$ cat config.mk
export PLATFORM = sky130hd
export DESIGN_NAME = command_queue_ack_timeout_scheduler
export DESIGN_NICKNAME = d
export VERILOG_FILES = /design/src/cqats_pkg.sv /design/src/command_queue_ack_timeout_scheduler.sv
export SDC_FILE = /design/constraint.sdc
export NUM_CORES = 1
export LEC_CHECK = 0
export BUFFER_PORTS_ARGS = -buffer_cell sky130_fd_sc_hd__buf_2
export CORE_ASPECT_RATIO = 2
export CORE_MARGIN = 3
export CORE_UTILIZATION = 50
export CTS_CLUSTER_DIAMETER = 200
export DETAILED_ROUTE_END_ITERATION = 7
export HOLD_SLACK_MARGIN = 0.02
export PLACE_DENSITY = 0.67
export SLEW_MARGIN = 20
export SYNTH_ARGS = -nofsm -noshare
export SYNTH_HDL_FRONTEND = slang
export SYNTH_SLANG_ARGS = --single-unit
$ cat constraint.sdc
create_clock -name clk -period 6.92 [get_ports clk]
set_input_delay 2.076 -clock clk [delete_from_list [all_inputs] [get_ports clk]]
set_output_delay 2.076 -clock clk [all_outputs]
set_load 0.05 [all_outputs]
$ cat src/cqats_pkg.sv
// Shared types, codes and constants of the command queue scheduler.
`timescale 1ns / 1ps

package cqats_pkg;

    // Field widths
    localparam int CMD_W       = 3;
    localparam int TAG_W       = 8;
    localparam int TIME_W      = 32;
    localparam int ACTION_W    = 2;
    localparam int COUNT_OUT_W = 4;
    localparam int GAP_W       = 16;
    localparam int PERIOD_W    = 20;
    localparam int CFG_INDEX_W = 2;
    localparam int CFG_DATA_W  = 20;

    localparam int DEFAULT_QUEUE_DEPTH = 8;

    // Input commands
    localparam logic [CMD_W-1:0] CMD_TICK        = 3'd0;
    localparam logic [CMD_W-1:0] CMD_ENQUEUE     = 3'd1;
    localparam logic [CMD_W-1:0] CMD_FRAME_START = 3'd2;
    localparam logic [CMD_W-1:0] CMD_STATUS_RESP = 3'd3;
    localparam logic [CMD_W-1:0] CMD_RESTART     = 3'd4;

    // Result actions
    localparam logic [ACTION_W-1:0] ACT_NONE     = 2'd0;
    localparam logic [ACTION_W-1:0] ACT_SEND     = 2'd1;
    localparam logic [ACTION_W-1:0] ACT_TIMEOUT  = 2'd2;
    localparam logic [ACTION_W-1:0] ACT_OVERFLOW = 2'd3;

    // Configuration register indexes
    localparam logic [CFG_INDEX_W-1:0] REG_ACK_TIMEOUT = 2'd0;
    localparam logic [CFG_INDEX_W-1:0] REG_POST_SEND   = 2'd1;
    localparam logic [CFG_INDEX_W-1:0] REG_INTER_GAP   = 2'd2;
    localparam logic [CFG_INDEX_W-1:0] REG_POLL_PERIOD = 2'd3;

    // Configuration reset values
    localparam logic [GAP_W-1:0]    ACK_TIMEOUT_RST = 16'd2000;
    localparam logic [GAP_W-1:0]    POST_SEND_RST   = 16'd100;
    localparam logic [GAP_W-1:0]    INTER_GAP_RST   = 16'd50;
    localparam logic [PERIOD_W-1:0] POLL_PERIOD_RST = 20'd10000;

    // One queue entry: poll flag over the frame tag
    typedef struct packed {
        logic             poll;
        logic [TAG_W-1:0] tag;
    } entry_t;

    localparam entry_t POLL_ENTRY = '{poll: 1'b1, tag: '0};

endpackage

$ cat src/command_queue_ack_timeout_scheduler.sv
// Half-duplex command scheduler: frame queue, send gaps, ack timeout and status poll.
`timescale 1ns / 1ps

// The block takes one item per clock unless in_stall is high. An accepted item lands
// in an input register; once the result register is free, one pass of logic (two
// 32-bit stamp subtractions with their compares, queue pointer update, one queue
// write) produces the result, which is held in the result register until taken and
// stays there for as long as the receiver stalls. While a result waits, one more
// item can sit in the input register. The frame queue is a QUEUE_DEPTH x 9 bit
// memory with one write port; the head entry is kept in a register that is reloaded
// from the memory (or the entry being written) at every edge, so no clearing pass
// is needed after reset. pending_count gives the low four bits of the queue fill.
module command_queue_ack_timeout_scheduler #(
    parameter int QUEUE_DEPTH = cqats_pkg::DEFAULT_QUEUE_DEPTH
) (
    input  logic                               clk,
    input  logic                               rst_n,
    // item input channel
    input  logic                               in_valid,
    output logic                               in_stall,
    input  logic [cqats_pkg::CMD_W-1:0]        command,
    input  logic [cqats_pkg::TAG_W-1:0]        frame_tag,
    input  logic [cqats_pkg::TIME_W-1:0]       now_ms,
    // result output channel
    output logic                               out_valid,
    input  logic                               out_stall,
    output logic [cqats_pkg::ACTION_W-1:0]     action,
    output logic [cqats_pkg::TAG_W-1:0]        sent_tag,
    output logic                               sent_is_poll,
    output logic                               awaiting_reply,
    output logic [cqats_pkg::COUNT_OUT_W-1:0]  pending_count,
    // configuration write channel
    input  logic                               cfg_valid,
    output logic                               cfg_ready,
    input  logic [cqats_pkg::CFG_INDEX_W-1:0]  cfg_index,
    input  logic [cqats_pkg::CFG_DATA_W-1:0]   cfg_data
);
    import cqats_pkg::*;

    localparam int PTR_W = (QUEUE_DEPTH > 1) ? $clog2(QUEUE_DEPTH) : 1;
    localparam int CNT_W = $clog2(QUEUE_DEPTH + 1);
    localparam int SUM_W = CNT_W + 1;
    localparam logic [PTR_W-1:0] LAST_SLOT = PTR_W'(QUEUE_DEPTH - 1);
    localparam logic [CNT_W-1:0] FULL_CNT  = CNT_W'(QUEUE_DEPTH);
    localparam logic [SUM_W-1:0] DEPTH_SUM = SUM_W'(QUEUE_DEPTH);

    // Configuration registers
    logic [GAP_W-1:0]    ack_timeout_reg;
    logic [GAP_W-1:0]    post_send_reg;
    logic [GAP_W-1:0]    inter_gap_reg;
    logic [PERIOD_W-1:0] poll_period_reg;

    // Input register
    logic              in_valid_reg;
    logic [CMD_W-1:0]  cmd_reg;
    logic [TAG_W-1:0]  tag_reg;
    logic [TIME_W-1:0] now_reg;

    // Scheduler state
    entry_t            pending_store_mem [QUEUE_DEPTH];
    entry_t            head_entry_reg;
    logic [PTR_W-1:0]  head_reg, head_next;
    logic [CNT_W-1:0]  count_reg, count_next;
    logic              waiting_reg, waiting_next;
    logic              sent_valid_reg, sent_valid_next;
    logic [TIME_W-1:0] send_stamp_reg, send_stamp_next;
    logic [TIME_W-1:0] poll_stamp_reg, poll_stamp_next;

    // Result register
    logic                   out_valid_reg;
    logic [ACTION_W-1:0]    action_reg, action_next;
    logic [TAG_W-1:0]       sent_tag_reg, sent_tag_next;
    logic                   sent_poll_reg, sent_poll_next;
    logic                   waiting_out_reg;
    logic [COUNT_OUT_W-1:0] count_out_reg;

    // Step signals
    logic              advance;
    logic              drop_req;
    logic [PTR_W-1:0]  head_drop;
    logic [CNT_W-1:0]  count_drop;
    logic              push_req;
    entry_t            push_entry;
    logic              push_en;
    logic [PTR_W-1:0]  push_slot;
    logic [SUM_W-1:0]  tail_sum;
    logic [TIME_W-1:0] since_send;
    logic [TIME_W-1:0] since_poll;
    logic              timed_out;
    logic              gap_ok;
    logic              poll_due;
    logic [CNT_W+COUNT_OUT_W-1:0] count_wide;

    // Move the input register into the result register when it is free
    assign advance   = in_valid_reg && (!out_valid_reg || !out_stall);
    assign in_stall  = in_valid_reg && !advance;
    assign cfg_ready = 1'b1;

    // Stamp differences wrap modulo 2^32
    assign since_send = now_reg - send_stamp_reg;
    assign since_poll = now_reg - poll_stamp_reg;
    assign timed_out  = since_send >= {{(TIME_W - GAP_W){1'b0}}, ack_timeout_reg};
    assign gap_ok = (since_send >= {{(TIME_W - GAP_W){1'b0}}, inter_gap_reg}) &&
                    !(sent_valid_reg &&
                      (since_send < {{(TIME_W - GAP_W){1'b0}}, post_send_reg}));

    // Decide drops, pushes and the result of the held item
    always_comb
    begin
        drop_req        = 1'b0;
        push_req        = 1'b0;
        push_entry      = POLL_ENTRY;
        waiting_next    = waiting_reg;
        sent_valid_next = sent_valid_reg;
        send_stamp_next = send_stamp_reg;
        poll_stamp_next = poll_stamp_reg;
        action_next     = ACT_NONE;
        sent_tag_next   = '0;
        sent_poll_next  = 1'b0;
        poll_due        = 1'b0;
        case (cmd_reg)
            CMD_TICK:
            begin
                if (waiting_reg)
                begin
                    if (timed_out)
                    begin
                        drop_req        = 1'b1;
                        waiting_next    = 1'b0;
                        poll_stamp_next = now_reg;
                        action_next     = ACT_TIMEOUT;
                    end
                end
                else if (count_reg != '0 && gap_ok)
                begin
                    sent_tag_next   = head_entry_reg.tag;
                    sent_poll_next  = head_entry_reg.poll;
                    send_stamp_next = now_reg;
                    sent_valid_next = 1'b1;
                    waiting_next    = 1'b1;
                    action_next     = ACT_SEND;
                end
                // poll stamp may just have moved to now
                poll_due = (waiting_reg && timed_out) ? (poll_period_reg == '0)
                         : (since_poll >= {{(TIME_W - PERIOD_W){1'b0}}, poll_period_reg});
                if (!waiting_next && count_drop == '0 && poll_due)
                begin
                    push_req        = 1'b1;
                    poll_stamp_next = now_reg;
                end
            end
            CMD_ENQUEUE:
            begin
                push_req   = 1'b1;
                push_entry = '{poll: 1'b0, tag: tag_reg};
                if (count_reg == FULL_CNT)
                begin
                    action_next = ACT_OVERFLOW;
                end
            end
            CMD_FRAME_START:
            begin
                if (waiting_reg)
                begin
                    drop_req        = 1'b1;
                    waiting_next    = 1'b0;
                    poll_stamp_next = now_reg;
                end
            end
            CMD_STATUS_RESP:
            begin
                if (waiting_reg)
                begin
                    drop_req     = 1'b1;
                    waiting_next = 1'b0;
                end
                poll_stamp_next = now_reg;
            end
            CMD_RESTART:
            begin
                waiting_next    = 1'b0;
                send_stamp_next = '0;
                poll_stamp_next = '0;
                sent_valid_next = 1'b0;
                push_req        = 1'b1;
                if (count_reg == FULL_CNT)
                begin
                    action_next = ACT_OVERFLOW;
                end
            end
            default:
            begin
                action_next = ACT_NONE;
            end
        endcase
    end

    // Drop the head entry when asked and the queue holds one
    assign head_drop  = (drop_req && count_reg != '0)
                      ? ((head_reg == LAST_SLOT) ? '0 : head_reg + PTR_W'(1)) : head_reg;
    assign count_drop = (drop_req && count_reg != '0) ? count_reg - CNT_W'(1) : count_reg;

    // Push at the tail unless the queue is full
    assign tail_sum  = SUM_W'(head_drop) + SUM_W'(count_drop);
    assign push_slot = (tail_sum >= DEPTH_SUM) ? PTR_W'(tail_sum - DEPTH_SUM)
                                               : PTR_W'(tail_sum);
    assign push_en   = advance && push_req && (count_drop != FULL_CNT);

    assign head_next  = advance ? head_drop : head_reg;
    assign count_next = push_en ? count_drop + CNT_W'(1)
                                : (advance ? count_drop : count_reg);
    assign count_wide = {{COUNT_OUT_W{1'b0}}, count_next};

    // Write the queue memory and reload the head entry
    always_ff @(posedge clk)
    begin
        if (push_en)
        begin
            pending_store_mem[push_slot] <= push_entry;
        end
        if (push_en && push_slot == head_next)
        begin
            head_entry_reg <= push_entry;
        end
        else
        begin
            head_entry_reg <= pending_store_mem[head_next];
        end
    end

    // Take configuration writes
    always_ff @(posedge clk or negedge rst_n)
    begin
        if (!rst_n)
        begin
            ack_timeout_reg <= ACK_TIMEOUT_RST;
            post_send_reg   <= POST_SEND_RST;
            inter_gap_reg   <= INTER_GAP_RST;
            poll_period_reg <= POLL_PERIOD_RST;
        end
        else if (cfg_valid && cfg_ready)
        begin
            case (cfg_index)
                REG_ACK_TIMEOUT: ack_timeout_reg <= cfg_data[GAP_W-1:0];
                REG_POST_SEND:   post_send_reg   <= cfg_data[GAP_W-1:0];
                REG_INTER_GAP:   inter_gap_reg   <= cfg_data[GAP_W-1:0];
                REG_POLL_PERIOD: poll_period_reg <= cfg_data[PERIOD_W-1:0];
                default:         poll_period_reg <= poll_period_reg;
            endcase
        end
    end

    // Hold the accepted item until it moves on
    always_ff @(posedge clk or negedge rst_n)
    begin
        if (!rst_n)
        begin
            in_valid_reg <= 1'b0;
        end
        else if (!in_stall)
        begin
            in_valid_reg <= in_valid;
        end
    end

    always_ff @(posedge clk)
    begin
        if (in_valid && !in_stall)
        begin
            cmd_reg <= command;
            tag_reg <= frame_tag;
            now_reg <= now_ms;
        end
    end

    // Advance the scheduler state
    always_ff @(posedge clk or negedge rst_n)
    begin
        if (!rst_n)
        begin
            head_reg       <= '0;
            count_reg      <= '0;
            waiting_reg    <= 1'b0;
            sent_valid_reg <= 1'b0;
            send_stamp_reg <= '0;
            poll_stamp_reg <= '0;
        end
        else
        begin
            head_reg  <= head_next;
            count_reg <= count_next;
            if (advance)
            begin
                waiting_reg    <= waiting_next;
                sent_valid_reg <= sent_valid_next;
                send_stamp_reg <= send_stamp_next;
                poll_stamp_reg <= poll_stamp_next;
            end
        end
    end

    // Load the result register, drop it once taken
    always_ff @(posedge clk or negedge rst_n)
    begin
        if (!rst_n)
        begin
            out_valid_reg <= 1'b0;
        end
        else if (advance)
        begin
            out_valid_reg <= 1'b1;
        end
        else if (!out_stall)
        begin
            out_valid_reg <= 1'b0;
        end
    end

    always_ff @(posedge clk)
    begin
        if (advance)
        begin
            action_reg      <= action_next;
            sent_tag_reg    <= sent_tag_next;
            sent_poll_reg   <= sent_poll_next;
            waiting_out_reg <= waiting_next;
            count_out_reg   <= count_wide[COUNT_OUT_W-1:0];
        end
    end

    assign out_valid      = out_valid_reg;
    assign action         = action_reg;
    assign sent_tag       = sent_tag_reg;
    assign sent_is_poll   = sent_poll_reg;
    assign awaiting_reply = waiting_out_reg;
    assign pending_count  = count_out_reg;

    // Checks on queue and result consistency
    assert property (@(posedge clk) disable iff (!rst_n) count_reg <= FULL_CNT)
        else $error("queue fill exceeds depth");

    assert property (@(posedge clk) disable iff (!rst_n) waiting_reg |-> count_reg != '0)
        else $error("waiting for a reply with an empty queue");

    assert property (@(posedge clk) disable iff (!rst_n)
        (out_valid_reg && action_reg == ACT_SEND) |-> waiting_out_reg)
        else $error("send result without awaiting reply");

    assert property (@(posedge clk) disable iff (!rst_n)
        (out_valid_reg && action_reg != ACT_SEND) |-> (sent_tag_reg == '0 && !sent_poll_reg))
        else $error("sent fields set on a result that is not a send");

    assert property (@(posedge clk) disable iff (!rst_n)
        (out_valid_reg && action_reg == ACT_OVERFLOW) |-> count_reg == FULL_CNT)
        else $error("overflow reported while the queue is not full");

endmodule
After elaboration in Yosys (flattened, before gate mapping) --
Memories as Yosys holds them, arrays and structs flattened. A register that Yosys moved wholly into a read port is not among the register bits. Index checks and enable logic that the tools add are counted.
Operators by class: add/subtract/negate cells 7, magnitude comparators 5, equal/unequal tests 16, muxes and demuxes 40, bitwise logic cells 2, reductions and logical operators 36
Operators by type and width (count):
- $mux 32 | 6
- $pmux 32 s4 | 1
- $ge 32x16->1 | 2
- $pmux 32 s2 | 1
- $sub 32x32->32 | 2
- $ge 32x20->1 | 1
- $lt 32x16->1 | 1
- $logic_not 20->1 | 1
- $mux 1 | 16
- $logic_and 1x1->1 | 12
- $mux 3 | 4
- $mux 4 | 3
- $mux 9 | 1
- $pmux 1 s2 | 4
- $reduce_and 2->1 | 4
- $reduce_bool 4->1 | 2
- $eq 3x2->1 const B | 2
- $eq 3x3->1 const B | 2
- $logic_not 1->1 | 6
- $mux 2 | 3
- $ne 2x2->1 const B | 3
- $ne 3x3->1 const B | 2
- $reduce_or 3->1 | 2
- $add 3x4->5 | 1
- 21 further kinds | 24
Storage, ports and cells: register bits after elaboration 202, bits in writable memories 72, bits of input ports 70, memories kept 1
Memory list:
- pending_store_mem | depth 8, width 9, rd ports 1, clocked after Yosys merged registers in 1, wr ports 1, RTL line command_queue_ack_timeout_scheduler.sv:60 | entry_t pending_store_mem [QUEUE_DEPTH];

Longest topological paths before layout --
depth in word-level cells 18, gate-level depth with buffers 28, mapped depth without buffers 27

Worst setup path after synthesis --
OpenSTA, ideal clock, no wires.
path type flip-flop to flip-flop, start point register now_reg[0], end point memory pending_store_mem[6][0] in the netlist's numbering, enable pin, library setup time 389 ps, arrival 5915 ps, data required time 6531 ps, slack 616 ps, cell stages (with the launch flop) 26, clock period less this slack 6304 ps, cells stage by stage edfxtp_1 > inv_1 > ha_1 > fa_1 > nor2b_1 > o2111ai_1 > nand2_1 > xor2_1 > ha_1 > a21o_1 > a211o_1 > a211oi_1 > o21ai_0 > a221o_1 > nor3_4 > o21ai_2 > nand2_1 > xnor2_1 > inv_1 > ha_1 > fa_1 > nor2b_1 > o22ai_1 > nand3_1 > xor2_1 > nor3b_1
Between the ends: longest elaborated chain between the ends 18, elaborated cells between the ends (all ways) 37
Ends and longest elaborated chain:
- start, declared | RTL line command_queue_ack_timeout_scheduler.sv:57 | logic [TIME_W-1:0] now_reg;
- start signal, assigned | RTL line command_queue_ack_timeout_scheduler.sv:272 | now_reg <= now_ms;
- branches (longest 18 deep; another with $sub 32x32->32)
- end, declared | RTL line command_queue_ack_timeout_scheduler.sv:60
Parallel ways; which one is timed is not known. The select of a mux whose other input is x is not followed.

Worst setup path in the final report --
start point register now_reg[0], end point memory pending_store_mem[4][3] in the netlist's numbering, enable pin
The elaborated chain is that of the path after synthesis.

==> impl_results.md <==
* Detail Route Antenna Nets at 0
* Leakage power total at between 8 and 9 nW
* HP Class: flip-flop to flip-flop
* WL/cell at approximately 22 um
* Vias in the first global route at between 10000 and 15000
* Syn avg cell area at roughly 10 um2
* Layout cells sized above 1 at between 10% and 20%
* Slowest CP cell: a221o_1
* Routability cong. at a little under 1
* Row cnt at 94
* FF+latch count, synth at approximately 280
* Largest net degree at the start of global routing at 94
* Crit. Startpoint: now_reg[0]
* Max-slew violations at 0
* Post-DP HPWL at approximately 37 mm
* R2R setup slack at 0.46 ns
* Startpoint Class: flip-flop
* RSZ-0062 raised after global routing: false
* Peak VDD IR at about 0.26 mV
* Hold depth at 2
* Initial antenna violation count at 0
* Classification of the worst setup path: flip-flop to flip-flop
* CTS clk-pin slew, worst paths at 0.07 ns
* EDFF count, synth at about 130
* I/O pin cnt at 89
* Largest stage delay, worst path at roughly 0.50 ns
* H-tree depth at 1
* Detailed Route Iter0 Violations at 628
* Pwr/cell area at roughly 380 nW/um2
* Share of flip-flops with an asynchronous set or reset at between 50% and 60%
* Fin crit share at 93.3%
* Drt pass-1 iters at 5
* Reg-to-reg endpoint: pending_store_mem[4][3]
* Nets at about 1900
* Die area at 35700 um2
* Clock buffer depth at 3
* TritonCTS clock tree: done
* WP data required at around 7 ns
* Max_slew headroom at 35.0%
* Largest reg by FF count: pending_store_mem
* Max FO, Critical Path at 9
* Final min period at between 6 and 7 ns
* Core Area at around 33000 um2
* Syn. warnings at 0
* Final WL at ~48 mm
* First-pass GRT wire length at 73.1 mm
* Cell Area, Synth at 16700 um2
* Worst Skew at about 0.015 ns
* Area grow syn2layout at 11.3%
* CP arrival at slightly below 7 ns
* Post-synth net total at between 1500 and 2000
* Fmax at roughly 150 MHz
* Initial core utilization at around 51%
* Max Cap Viol at 0
* Clock sinks at roughly 280
* PortBufs at 87
* Gr usage total at ~27%
* Synth cell types at 80
* Power Total at 6.99 mW
* End-of-flow core utilization at 56.3%
* Outcome: finished clean
* Max reg flops at 72
* Syn Inst Count at about 1600
* CTS Buf Count at 27
* # DRC at 0
* Antenna diodes at 0
* Worst path most repeated cell: ha_1
* Reg2reg path depth at 27
* Seq/Total Area, Yosys at a little under half
* Via count at between 10000 and 15000
* Die Width at 135 um
* Endpoint of the worst hold path: send_stamp_reg[3]
* Top_reg_cell synth: edfxtp_1
* Worst slew pin tran at between 0.9 and 1 ns
* GRT overflow at 0
* Root Driver: clkbuf_16
* Chip height at between 200 and 300 um
* CP Capture Type: flip-flop
* Worst min-delay path startpoint: send_stamp_reg[3]
* Endpoints failing setup at 0
* Final TNS setup at 0 ns
* Vias per cell at ~6
* Clock latency on the worst-skew pair at 0.58 ns
* R2R Path Start: now_reg[0]
* Fin. Hold Viols at 0
==> power by group <==
part | total [mW] | internal, mW | leakage [nW] | switching, mW
clock network | 1.55 | 0.879 | 0.456 | 0.676
registers | 2.23 | 2.02 | 2.96 | 0.215
logic | 3.20 | 1.27 | 4.66 | 1.93
==> worst max-delay path by stage <==
stage | endpoint | cells after the start
after floorplan | pending_store_mem[6][0] | 25
after global placement | pending_store_mem[5][3] | 26
after detailed placement | pending_store_mem[1][2] | 25
after CTS | pending_store_mem[3][7] | 25
after global routing | pending_store_mem[6][5] | 26
final | pending_store_mem[4][3] | 27
==> timing repair <==
action,4_1_cts,5_1_grt
setup endpoints to repair,0,72
hold endpoints to repair,0,0
hold buffers,0,0
setup buffers,0,1
resized for setup,0,9
==> layer usage <==
metal	global-route usage (%)	vias to the layer above	wire (um)
li1	-	5970	-
met1	23.2	6223	14500
met2	52.8	420	27000
met3	3.22	230	1760
met4	21.4	0	4640
met5	0	-	0
==> synth_stat cells, types with 10 or more instances <==
library cell / instances / area share, %
a211oi_1: 15 / 0.68
a21o_1: 24 / 1.1
a21oi_1: 100 / 3.0
and2_1: 12 / 0.45
and3_1: 12 / 0.45
clkbuf_1: 43 / 0.97
dfrtp_1: 126 / 19
dfstp_2: 17 / 2.7
edfxtp_1: 131 / 24
ha_1: 136 / 10
inv_1: 155 / 3.5
mux2_2: 62 / 4.2
mux2i_1: 50 / 3.0
mux4_2: 18 / 2.4
nand2_1: 160 / 3.6
nand2b_1: 17 / 0.64
nand3_1: 22 / 0.66
nand4_1: 32 / 1.2
nor2_1: 82 / 1.8
nor2b_1: 13 / 0.49
nor3_1: 23 / 0.69
nor3b_1: 10 / 0.45
nor4_1: 11 / 0.41
o211ai_1: 16 / 0.72
o21a_1: 17 / 0.77
o21ai_0: 109 / 3.3
o21bai_1: 11 / 0.50
xnor2_1: 31 / 1.6
xor2_1: 13 / 0.68
==> cells by family after synthesis <==
kind of cell	count (synthesis)	synth area share, %
simple gates	427	12.5
other cells	1	0.0225
flops	277	45.6
compound gates	376	14.4
fa+ha+maj	139	10.6
xor+xnor	44	2.31
mux	130	9.63
buf+inv	215	5.08
==> metrics by stage <==
| step | instances | hold slack [ns] | instance area (um2) | setup WS, ns |
|---|---|---|---|---|
| floorplan | 1609 | 0.450 | 16700 | 0.616 |
| global placement | 2089 | 0.466 | 17600 | 0.428 |
| detailed placement | 2089 | 0.470 | 17600 | 0.268 |
| CTS | 2139 | 0.485 | 18500 | 0.228 |
| global route | 2140 | 0.507 | 18500 | 0.0165 |
| finish | 2140 | 0.477 | 18500 | 0.464 |
==> cells in the final DEF, fill, tap and decap left out, types with 7 or more instances in the layout <==
| master | Yosys | layout |
|---|---|---|
| mux2i_1 | 50 | 50 |
| buf_4 | 4 | 21 |
| inv_1 | 155 | 155 |
| dfstp_2 | 17 | 17 |
| nand3_1 | 22 | 20 |
| or3_1 | 7 | 7 |
| mux4_2 | 18 | 18 |
| nand2_1 | 160 | 160 |
| and3_1 | 12 | 8 |
| o21a_1 | 17 | 17 |
| buf_2 | 7 | 86 |
| nor3b_1 | 10 | 9 |
| xnor2_1 | 31 | 30 |
| o22ai_1 | 7 | 7 |
| ha_1 | 136 | 136 |
| a211oi_1 | 15 | 15 |
| nand2b_1 | 17 | 17 |
| nand4_1 | 32 | 32 |
| o21bai_1 | 11 | 11 |
| nor4_1 | 11 | 10 |
| xor2_1 | 13 | 11 |
| and2_1 | 12 | 11 |
| nor2b_1 | 13 | 13 |
| o211ai_1 | 16 | 16 |
| a21oi_1 | 100 | 100 |
| a21o_1 | 24 | 24 |
| mux2_2 | 62 | 62 |
| o21ai_0 | 109 | 109 |
| clkbuf_16 | 0 | 27 |
| o2111ai_1 | 8 | 8 |
| edfxtp_1 | 131 | 131 |
| nor2_1 | 82 | 82 |
| dfrtp_1 | 126 | 126 |
| nor3_1 | 23 | 23 |
| a31oi_1 | 8 | 8 |
==> area by class of cell <==
| class | instances | area [um2] |
|---|---|---|
| Timing Repair Buffer | 109 | 619 |
| Clock buffer | 28 | 679 |
| Tap cell | 432 | 541 |
| Inverter | 155 | 582 |
| Fill cell | 2939 | 14400 |
| Clock inverter | 22 | 254 |
| Multi-Input combinational cell | 1117 | 8270 |
| Sequential cell | 277 | 7590 |
==> critical path: cells and delay by family (launching register included) <==
kind                     cells  cell delay, ns
AND/OR/NAND/NOR              7            1.40
adder cells (fa/ha/maj)      5            1.61
flip-flops                   1            0.34
XOR/XNOR                     3            0.70
AO/OA/AOI/OAI                9            1.74
buffers and inverters        3            0.39
No activity file was read; power rests on OpenSTA's default activity.
